**src/rtl/asvt_pkg.sv**
```systemverilog
// Package: widths, register indexes and reset values of the alpha-sphere vertex test.
`timescale 1ns / 1ps
package asvt_pkg;
  localparam int unsigned CoordW = 28;
  localparam int unsigned SumW   = 30;
  localparam int unsigned TolW   = 16;
  localparam int unsigned EnegW  = 10;
  localparam int unsigned CntW   = 3;
  localparam int unsigned SlotW  = 2;
  localparam int unsigned CfgIdxW = 3;
  localparam int unsigned CfgDataW = 28;
  localparam int unsigned FracBitsDef = 16;
  localparam int unsigned NeighboursDef = 4;
  // squared distance width and root width; three squares of up to 29-bit
  // magnitudes need 60 bits, already an even count for the root unit
  localparam int unsigned SqW   = 60;
  localparam int unsigned RootW = 30;

  localparam logic [CfgIdxW-1:0] RegMinRadius = 3'd0;
  localparam logic [CfgIdxW-1:0] RegMaxRadius = 3'd1;
  localparam logic [CfgIdxW-1:0] RegTolerance = 3'd2;
  localparam logic [CfgIdxW-1:0] RegMinApolar = 3'd3;
  localparam logic [CfgIdxW-1:0] RegShiftX    = 3'd4;
  localparam logic [CfgIdxW-1:0] RegShiftY    = 3'd5;
  localparam logic [CfgIdxW-1:0] RegShiftZ    = 3'd6;
  localparam logic [CfgIdxW-1:0] RegApolarThr = 3'd7;

  localparam logic [CoordW-1:0] MinRadiusRst = 28'd222822;
  localparam logic [CoordW-1:0] MaxRadiusRst = 28'd406323;
  localparam logic [TolW-1:0]   TolRst       = 16'd66;
  localparam logic [CntW-1:0]   MinApolarRst = 3'd3;
  localparam logic [EnegW-1:0]  ApolarThrRst = 10'd717;

  typedef struct packed {
    logic [CoordW-1:0] min_radius;
    logic [CoordW-1:0] max_radius;
    logic [TolW-1:0]   tolerance;
    logic [CntW-1:0]   min_apolar;
    logic [CoordW-1:0] shift_x;
    logic [CoordW-1:0] shift_y;
    logic [CoordW-1:0] shift_z;
    logic [EnegW-1:0]  apolar_thr;
  } cfg_t;
endpackage

```
**src/rtl/asvt_sqsum.sv**
```systemverilog
// Squared distance: three components squared by a bit-serial shift-add multiplier.
`timescale 1ns / 1ps
module asvt_sqsum (
  input  logic                       clk_i,
  input  logic                       rst_ni,
  input  logic                       start_i,
  input  logic [asvt_pkg::SumW-1:0]  dx_i,
  input  logic [asvt_pkg::SumW-1:0]  dy_i,
  input  logic [asvt_pkg::SumW-1:0]  dz_i,
  output logic                       done_o,
  output logic [asvt_pkg::SqW-1:0]   sq_o
);
  import asvt_pkg::*;
  localparam int unsigned MagW = SumW - 1;
  localparam int unsigned CntBits = $clog2(MagW + 1);

  logic [MagW-1:0] mx_q, my_q, mz_q, sx_d, sy_d, sz_d;
  logic [SqW-1:0]  ax_q, ay_q, az_q, acc_q;
  logic [CntBits-1:0] cnt_q;
  logic busy_q, fin_q;

  function automatic logic [MagW-1:0] mag(input logic [SumW-1:0] v);
    logic [SumW-1:0] n;
    n = v[SumW-1] ? (~v + 1'b1) : v;
    return n[MagW-1:0];
  endfunction

  // one multiplier bit per cycle for each axis; the right-shifted operand is the multiplier
  assign sx_d = mx_q >> 1;
  assign sy_d = my_q >> 1;
  assign sz_d = mz_q >> 1;

  always_ff @(posedge clk_i or negedge rst_ni) begin
    if (!rst_ni) begin
      busy_q <= 1'b0;
      fin_q  <= 1'b0;
      cnt_q  <= '0;
    end else begin
      fin_q <= 1'b0;
      if (start_i) begin
        busy_q <= 1'b1;
        cnt_q  <= '0;
      end else if (busy_q) begin
        if (cnt_q == CntBits'(MagW - 1)) begin
          busy_q <= 1'b0;
          fin_q  <= 1'b1;
        end
        cnt_q <= cnt_q + 1'b1;
      end
    end
  end

  // multiplicands move up one bit per cycle
  logic [SqW-1:0] px, py, pz;
  assign px = mx_q[0] ? ax_q : '0;
  assign py = my_q[0] ? ay_q : '0;
  assign pz = mz_q[0] ? az_q : '0;

  always_ff @(posedge clk_i) begin
    if (start_i) begin
      mx_q <= mag(dx_i);
      my_q <= mag(dy_i);
      mz_q <= mag(dz_i);
      ax_q <= SqW'(mag(dx_i));
      ay_q <= SqW'(mag(dy_i));
      az_q <= SqW'(mag(dz_i));
      acc_q <= '0;
    end else if (busy_q) begin
      mx_q <= sx_d;
      my_q <= sy_d;
      mz_q <= sz_d;
      ax_q <= ax_q << 1;
      ay_q <= ay_q << 1;
      az_q <= az_q << 1;
      acc_q <= acc_q + px + py + pz;
    end
  end

  assign done_o = fin_q;
  assign sq_o   = acc_q;
endmodule

```
**src/rtl/asvt_isqrt.sv**
```systemverilog
// Integer square root, two radicand bits per cycle (restoring digit recurrence).
`timescale 1ns / 1ps
module asvt_isqrt (
  input  logic                       clk_i,
  input  logic                       rst_ni,
  input  logic                       start_i,
  input  logic [asvt_pkg::SqW-1:0]   rad_i,
  output logic                       done_o,
  output logic [asvt_pkg::RootW-1:0] root_o
);
  import asvt_pkg::*;
  localparam int unsigned CntBits = $clog2(RootW + 1);

  logic [SqW-1:0]     rad_q;
  logic [RootW+1:0]   rem_q, trial, rem_d;
  logic [RootW-1:0]   root_q;
  logic [CntBits-1:0] cnt_q;
  logic busy_q, fin_q;

  always_comb begin
    rem_d = {rem_q[RootW-1:0], rad_q[SqW-1 -: 2]};
    trial = {root_q, 2'b01};
  end

  always_ff @(posedge clk_i or negedge rst_ni) begin
    if (!rst_ni) begin
      busy_q <= 1'b0;
      fin_q  <= 1'b0;
      cnt_q  <= '0;
    end else begin
      fin_q <= 1'b0;
      if (start_i) begin
        busy_q <= 1'b1;
        cnt_q  <= '0;
      end else if (busy_q) begin
        if (cnt_q == CntBits'(RootW - 1)) begin
          busy_q <= 1'b0;
          fin_q  <= 1'b1;
        end
        cnt_q <= cnt_q + 1'b1;
      end
    end
  end

  always_ff @(posedge clk_i) begin
    if (start_i) begin
      rad_q  <= rad_i;
      rem_q  <= '0;
      root_q <= '0;
    end else if (busy_q) begin
      rad_q <= rad_q << 2;
      if (rem_d >= trial) begin
        rem_q  <= rem_d - trial;
        root_q <= {root_q[RootW-2:0], 1'b1};
      end else begin
        rem_q  <= rem_d;
        root_q <= {root_q[RootW-2:0], 1'b0};
      end
    end
  end

  assign done_o = fin_q;
  assign root_o = root_q;
endmodule

```
**src/rtl/alpha_sphere_vertex_test_top.sv**
```systemverilog
// Top level: accepts four atom items per vertex, checks the sphere and emits one result.
// Each accepted item passes the serial square, the serial root and the update step in that order.
// A new item is taken only after the previous one has finished its update step.
// The last-slot result is held in an output register; the next item is taken while it waits.
// A last-slot update waits while the previous result is still held.
// Reset (rst_ni low, asynchronous) restores register defaults and clears accumulators.
`timescale 1ns / 1ps
module alpha_sphere_vertex_test_top #(
  parameter int unsigned NEIGHBOURS = asvt_pkg::NeighboursDef
) (
  input  logic        clk_i,
  input  logic        rst_ni,
  // tdata: vertex_x, vertex_y, vertex_z, atom_x, atom_y, atom_z, atom_electroneg, neighbor_slot
  input  logic [183:0] s_axis_tdata,
  input  logic        s_axis_tvalid,
  output logic        s_axis_tready,
  // tdata: accepted, radius, is_apolar, bary_x, bary_y, bary_z
  output logic [119:0] m_axis_tdata,
  output logic        m_axis_tvalid,
  input  logic        m_axis_tready,
  input  logic [asvt_pkg::CfgIdxW-1:0]  cfg_addr_i,
  input  logic [asvt_pkg::CfgDataW-1:0] cfg_data_i,
  input  logic        cfg_valid_i,
  output logic        cfg_ready_o
);
  import asvt_pkg::*;
  localparam logic [SlotW-1:0] LastSlot = SlotW'(NEIGHBOURS - 1);
  localparam logic [CoordW-1:0] RadMax = {CoordW{1'b1}};

  typedef enum logic [3:0] {
    StIdle = 4'b0001, StSq = 4'b0010, StRoot = 4'b0100, StUpd = 4'b1000
  } state_e;

  state_e state_q, state_d;
  cfg_t cfg_q;
  logic [CoordW-1:0] first_q;
  logic all_q;
  logic [CntW-1:0] cnt_q;
  logic [SumW-1:0] sx_q, sy_q, sz_q;
  logic [CoordW-1:0] ax_q, ay_q, az_q;
  logic apo_q;
  logic [SlotW-1:0] slot_q;
  logic [SumW-1:0] dx_q, dy_q, dz_q;
  logic [119:0] out_q;
  logic ovalid_q;

  // configuration port
  assign cfg_ready_o = 1'b1;
  always_ff @(posedge clk_i or negedge rst_ni) begin
    if (!rst_ni) begin
      cfg_q <= '{MinRadiusRst, MaxRadiusRst, TolRst, MinApolarRst, '0, '0, '0, ApolarThrRst};
    end else if (cfg_valid_i) begin
      case (cfg_addr_i)
        RegMinRadius: cfg_q.min_radius <= cfg_data_i;
        RegMaxRadius: cfg_q.max_radius <= cfg_data_i;
        RegTolerance: cfg_q.tolerance  <= cfg_data_i[TolW-1:0];
        RegMinApolar: cfg_q.min_apolar <= cfg_data_i[CntW-1:0];
        RegShiftX:    cfg_q.shift_x    <= cfg_data_i;
        RegShiftY:    cfg_q.shift_y    <= cfg_data_i;
        RegShiftZ:    cfg_q.shift_z    <= cfg_data_i;
        RegApolarThr: cfg_q.apolar_thr <= cfg_data_i[EnegW-1:0];
        default: ;
      endcase
    end
  end

  // input unpack
  logic [CoordW-1:0] vx, vy, vz, ax, ay, az;
  logic [EnegW-1:0] en;
  logic [SlotW-1:0] sl;
  assign {sl, en, az, ay, ax, vz, vy, vx} = s_axis_tdata[179:0];

  logic take;
  assign s_axis_tready = (state_q == StIdle);
  assign take = s_axis_tvalid && s_axis_tready;

  // update step; the last slot waits until the output register is free
  logic upd_go;
  assign upd_go = (state_q == StUpd) &&
                  !((slot_q == LastSlot) && ovalid_q && !m_axis_tready);

  function automatic logic [SumW-1:0] sx30(input logic [CoordW-1:0] v);
    return {{(SumW-CoordW){v[CoordW-1]}}, v};
  endfunction

  // distance units
  logic sq_done, rt_done;
  logic [SqW-1:0] sq;
  logic [RootW-1:0] root;
  asvt_sqsum u_sq (.clk_i, .rst_ni, .start_i(take), .dx_i(sx30(vx) - sx30(cfg_q.shift_x) - sx30(ax)),
    .dy_i(sx30(vy) - sx30(cfg_q.shift_y) - sx30(ay)),
    .dz_i(sx30(vz) - sx30(cfg_q.shift_z) - sx30(az)), .done_o(sq_done), .sq_o(sq));
  asvt_isqrt u_rt (.clk_i, .rst_ni, .start_i(sq_done), .rad_i(sq), .done_o(rt_done),
    .root_o(root));

  always_comb begin
    state_d = state_q;
    case (state_q)
      StIdle: if (take) state_d = StSq;
      StSq:   if (sq_done) state_d = StRoot;
      StRoot: if (rt_done) state_d = StUpd;
      StUpd:  if (upd_go) state_d = StIdle;
      default: state_d = StIdle;
    endcase
  end

  // update of vertex state with saturated distance
  logic [CoordW-1:0] d;
  logic [CoordW:0] d_tol, max_tol, diff;
  logic ok0, oki, all_n;
  logic [CntW-1:0] cnt_n;
  logic [SumW-1:0] nsx, nsy, nsz;
  always_comb begin
    d = (|root[RootW-1:CoordW]) ? RadMax : root[CoordW-1:0];
    d_tol = {1'b0, d} + (CoordW+1)'(cfg_q.tolerance);
    max_tol = {1'b0, cfg_q.max_radius} + (CoordW+1)'(cfg_q.tolerance);
    ok0 = ({1'b0, cfg_q.min_radius} <= d_tol) && ({1'b0, d} <= max_tol) && (d != '0);
    diff = (first_q > d) ? {1'b0, first_q - d} : {1'b0, d - first_q};
    oki = diff < (CoordW+1)'(cfg_q.tolerance);
    all_n = (slot_q == '0) ? ok0 : (all_q && oki);
    cnt_n = (slot_q == '0) ? '0 : cnt_q;
    if (apo_q && cnt_n != {CntW{1'b1}}) cnt_n = cnt_n + 1'b1;
    nsx = ((slot_q == '0) ? '0 : sx_q) + sx30(ax_q);
    nsy = ((slot_q == '0) ? '0 : sy_q) + sx30(ay_q);
    nsz = ((slot_q == '0) ? '0 : sz_q) + sx30(az_q);
  end

  always_ff @(posedge clk_i or negedge rst_ni) begin
    if (!rst_ni) begin
      state_q <= StIdle;
      first_q <= '0;
      all_q <= 1'b1;
      cnt_q <= '0;
      sx_q <= '0; sy_q <= '0; sz_q <= '0;
      ovalid_q <= 1'b0;
    end else begin
      state_q <= state_d;
      ovalid_q <= (ovalid_q && !m_axis_tready) || (upd_go && slot_q == LastSlot);
      if (upd_go) begin
        all_q <= all_n;
        cnt_q <= cnt_n;
        sx_q <= nsx; sy_q <= nsy; sz_q <= nsz;
        if (slot_q == '0) first_q <= d;
      end
    end
  end

  logic [CoordW-1:0] fr;
  assign fr = (slot_q == '0) ? d : first_q;
  always_ff @(posedge clk_i) begin
    if (take) begin
      ax_q <= ax; ay_q <= ay; az_q <= az;
      apo_q <= en < cfg_q.apolar_thr;
      slot_q <= sl;
    end
    if (upd_go && slot_q == LastSlot) begin
      out_q <= all_n ? {6'd0, nsz[SumW-1:2], nsy[SumW-1:2], nsx[SumW-1:2],
                        cnt_n >= cfg_q.min_apolar, fr, 1'b1} : '0;
    end
  end

  assign m_axis_tvalid = ovalid_q;
  assign m_axis_tdata  = out_q;
endmodule

```
**config.mk**
```make
export PLATFORM = sky130hd
export DESIGN_NAME = alpha_sphere_vertex_test_top
export DESIGN_NICKNAME = d
export VERILOG_FILES = /design/src/rtl/asvt_pkg.sv /design/src/rtl/asvt_sqsum.sv /design/src/rtl/asvt_isqrt.sv /design/src/rtl/alpha_sphere_vertex_test_top.sv
export SDC_FILE = /design/constraint.sdc
export NUM_CORES = 2
export LEC_CHECK = 0
export BUFFER_PORTS_ARGS = -buffer_cell sky130_fd_sc_hd__buf_2
export CORE_MARGIN = 3
export CORE_UTILIZATION = 55
export CTS_CLUSTER_DIAMETER = 60
export DETAILED_ROUTE_END_ITERATION = 10
export PLACE_DENSITY = 0.76
export RECOVER_POWER = 25
export SLEW_MARGIN = 10
export SYNTH_ARGS = -nofsm -noshare
export SYNTH_HDL_FRONTEND = slang
export SYNTH_SLANG_ARGS = --single-unit
```
**constraint.sdc**
```tcl
create_clock -name clk_i -period 7.1 [get_ports clk_i]
set_clock_uncertainty 0.2 [all_clocks]
set_input_delay 0 -clock clk_i [delete_from_list [all_inputs] [get_ports clk_i]]
set_output_delay 0 -clock clk_i [all_outputs]
set_load 0.03 [all_outputs]
```
==> qor.csv <==
metric,value,unit
synth_top_area_share,20.4,%
path_class,flop to flop,
nNetsFinal,8128,
clock.fmax,0.149,GHz
synth-edff-count,435,
avgSynthCellArea,9.54,sq um
r2r_end,m_axis_tdata[7],
slew_headroom,-127,%
crit_fanout,65,
synth-async-reset-ratio,32.4,%
die_y,347,microns
ant_nets,0,
hold_viol_final,0,
cp.depth,27,
p_clk_share,16.4,%
layout_setup_ws,0.376,ns
synth_seq_cells,958,
worstMarginPinSlew,3.40,ns
netlist_area,0.0641,sq mm
cp_slowest_cell,fa_1,
dp_slack,0.369,ns
h-tree-depth,3,
syn_inst,6718,
grt_overflow,0,
cap_violations,9,
dpl.hpwl,146000,microns
core_area,0.115,sq mm
port_buffers,331,
worstHoldStart,m_axis_tready,
globalplace.congestion,0.945,
setup_tns,0,ns
hp-class,input pin to flop,
timing.final.crit_period,6.72,ns
clk_latency,0.72,ns
reg2reg_depth,27,
vias,52600,
antenna_found_initial,29,
leakage,33.1,nW
crit_path_max_incr_delay,0.41,ns
start_kind,flop,
final_cell_mix,"nor2_1, nand2_1, inv_1",
cp-end-kind,flop,
hold_end,m_axis_tvalid,
grt_pass1_vias,51400,
clockBufferDepth,3,
synth_top_area_cell,edfxtp_1,
violations,"capacitance limit, slew limit",
root_buffer,clkbuf_16,
post-route-period-util,94.7,%
holdPathStages,4,
synth.area.top_cells,"edfxtp_1, dfrtp_1, ha_1",
clk_pin_slew,0.06,ns
cpLargestDelayFamily,compound AO/OA/AOI/OAI gates,
viasPerCell,5.91,
cp_data_arrival_time,7.06,ns
synth_ff_type,edfxtp_1,
rsz0062_at_grt,no,
syn2layout_area_growth,14.6,%
regToRegSetupSlack,0.38,ns
crit_required,7.44,ns
p_sw_share,44.5,%
p_per_area,482,mW/mm^2
yosys_warnings,0,
cts_buffers,110,
crit_top_cell,a21oi_1,
clock-sinks,958,
peakVddDrop,556,uV
r2r_start,u_rt.root_o[29],
grt_max_degree,142,
finalSetupViolCount,0,
intPower,0.0197,W
die_w,347,microns
crit_buf_inv,2,
cts_tree,yes,
initial_core_util,55.7,%
run_status,"complete, but fails checks",
ios,343,
firstDrtPassIters,7,
power_switching,0.0158,W
grt_use_total,31.7,%
first_iter_violations,4863,
pwr-share-comb,58.3,%
final_layout_size_suffix_gt1_share,10.3,%
ys_types,91,
routedWlPerCell,21.8,microns
grt_pass1_wl,299000,microns
ys_seq_area_share,39.2,%
seqPwrFrac,25.4,%
final_common_cell,nor2_1,
drv_slew,418,
placementRows,124,
drc_errors,0,
die-area,0.121,sq mm
routed_wl,194000,microns
-- worst register-to-register path, stage by stage, from the launching register on --
cell	delay (ns)
dfxtp_1	0.37
or2_4	0.39
nor2_1	0.20
inv_1	0.09
ha_1	0.22
fa_1	0.41
a21o_1	0.20
a21oi_1	0.29
o21bai_1	0.13
a21oi_1	0.30
a211o_1	0.25
a31oi_1	0.14
a21oi_1	0.31
a2bb2oi_2	0.26
nor3_1	0.08
o32ai_1	0.32
ha_1	0.31
a21o_1	0.16
a21o_1	0.18
a21oi_1	0.19
o21ai_0	0.17
a211oi_1	0.24
a21oi_1	0.13
o31ai_1	0.10
nand4_1	0.16
o31a_2	0.23
buf_12	0.21
a211oi_2	0.32
-- timing repair --
| action | CTS | global route |
|---|---|---|
| setup endpoints to repair | 0 | 115 |
| hold buffers | 235 | 0 |
| buffers inserted | 0 | 0 |
| hold endpoints to repair | 554 | 0 |
| resized for setup | 0 | 2 |
-- layer usage --
layer | routed length (microns) | up-vias | share of wire (%) | GRT usage [%]
met5 | 87 | - | 0.045 | 0
met3 | 17200 | 391 | 8.9 | 6.98
li1 | - | 24500 | - | -
met2 | 85500 | 2082 | 44 | 49.2
met4 | 8300 | 14 | 4.3 | 12.3
met1 | 83000 | 25500 | 43 | 43.6
-- state kept, by name, indices dropped and copies added, names as in the netlist, 29 cells and up --
signal	flops
u_rt.rem_q	30
sz_q	30
u_sq.mz_q	29
sx_q	30
u_sq.mx_q	29
u_rt.rad_q	60
u_sq.az_q	60
u_sq.ax_q	60
sy_q	30
u_sq.ay_q	60
u_rt.root_o	30
cfg_q	169
m_axis_tdata	114
u_sq.sq_o	60
u_sq.my_q	29
-- final cells by class --
| cell class | instances | area, sq um |
|---|---|---|
| clock inverters | 63 | 618 |
| diodes | 24 | 60.1 |
| well taps | 1512 | 1890 |
| multi-input cells | 4987 | 36000 |
| clock buffers | 147 | 3090 |
| inverters | 511 | 1930 |
| flip-flops and latches | 958 | 25100 |
| fillers | 9402 | 41500 |
| repair buffers | 691 | 4720 |
-- synthesized netlist by cell type, drive strengths merged, types with 11 or more instances --
library cell and instances:
nand2 648, o21bai 34, a211oi 98, fa 209, a31oi 50, or2 24, a21oi 376, o21a 86
and2 106, dfrtp 278, a221oi 16, o211a 11, nor2 828, o211ai 25, clkbuf 212, and3 38
dfstp 32, nor2b 53, a211o 13, a21o 197, nor3 89, xnor2 217, inv 511, edfxtp 435
a311oi 11, mux2i 182, nand4 50, o31ai 30, o21ai 390, nand3 91, ha 440, a21boi 13
nor4 24, a2111oi 12, xor2 159, nand2b 56, buf 55, mux2 196, dfxtp 213, o41ai 16
or3 34, or4 14
-- power by group through the flow --
stage	logic [W]	clock network (W)	registers (W)
after detailed placement	0.0199	0	0.00905
after CTS	0.0203	0.00585	0.00896
after global routing	0.0230	0.00609	0.00914
after global placement	0.0194	0	0.00900
final	0.0206	0.00579	0.00899
after floorplan	0.0156	0	0.00859
-- cells by family after synthesis --
| group | Yosys count | share of synthesized area, % |
|---|---|---|
| buffers and inverters | 778 | 4.74 |
| AOI/OAI and AO/OA | 1480 | 15.0 |
| adders and majority gates | 649 | 15.1 |
| DFF | 958 | 39.2 |
| muxes | 378 | 6.29 |
| and+or+nand+nor | 2097 | 14.6 |
| xor gates and xnor gates | 376 | 5.14 |
| other | 2 | 0.0117 |
-- worst max path at each step --
| stage | endpoint | start |
|---|---|---|
| after global placement | m_axis_tdata[3] | u_rt.root_o[29] |
| after floorplan | m_axis_tdata[25] | u_rt.root_o[29] |
| after CTS | m_axis_tdata[5] | u_rt.root_o[29] |
| final | m_axis_tdata[7] | u_rt.root_o[29] |
| after global routing | m_axis_tdata[1] | cfg_q[97] |
| after detailed placement | m_axis_tdata[5] | u_rt.root_o[29] |
-- through the flow --
| step | utilization (%) | power (W) | instance area, sq um | instances | hold slack [ns] |
|---|---|---|---|---|---|
| floorplan | - | 0.0242 | 64100 | 6723 | -0.496 |
| global placement | 58.8 | 0.0284 | 67600 | 8424 | -0.224 |
| detailed placement | 58.8 | 0.0290 | 67600 | 8424 | -0.228 |
| CTS | 64.1 | 0.0351 | 73700 | 8869 | 0.0124 |
| global route | 63.9 | 0.0382 | 73400 | 8875 | 0.0911 |
| finish | 63.9 | 0.0354 | 73500 | 8893 | 0.0438 |
Note: power is estimated with default switching activity, not from simulation.
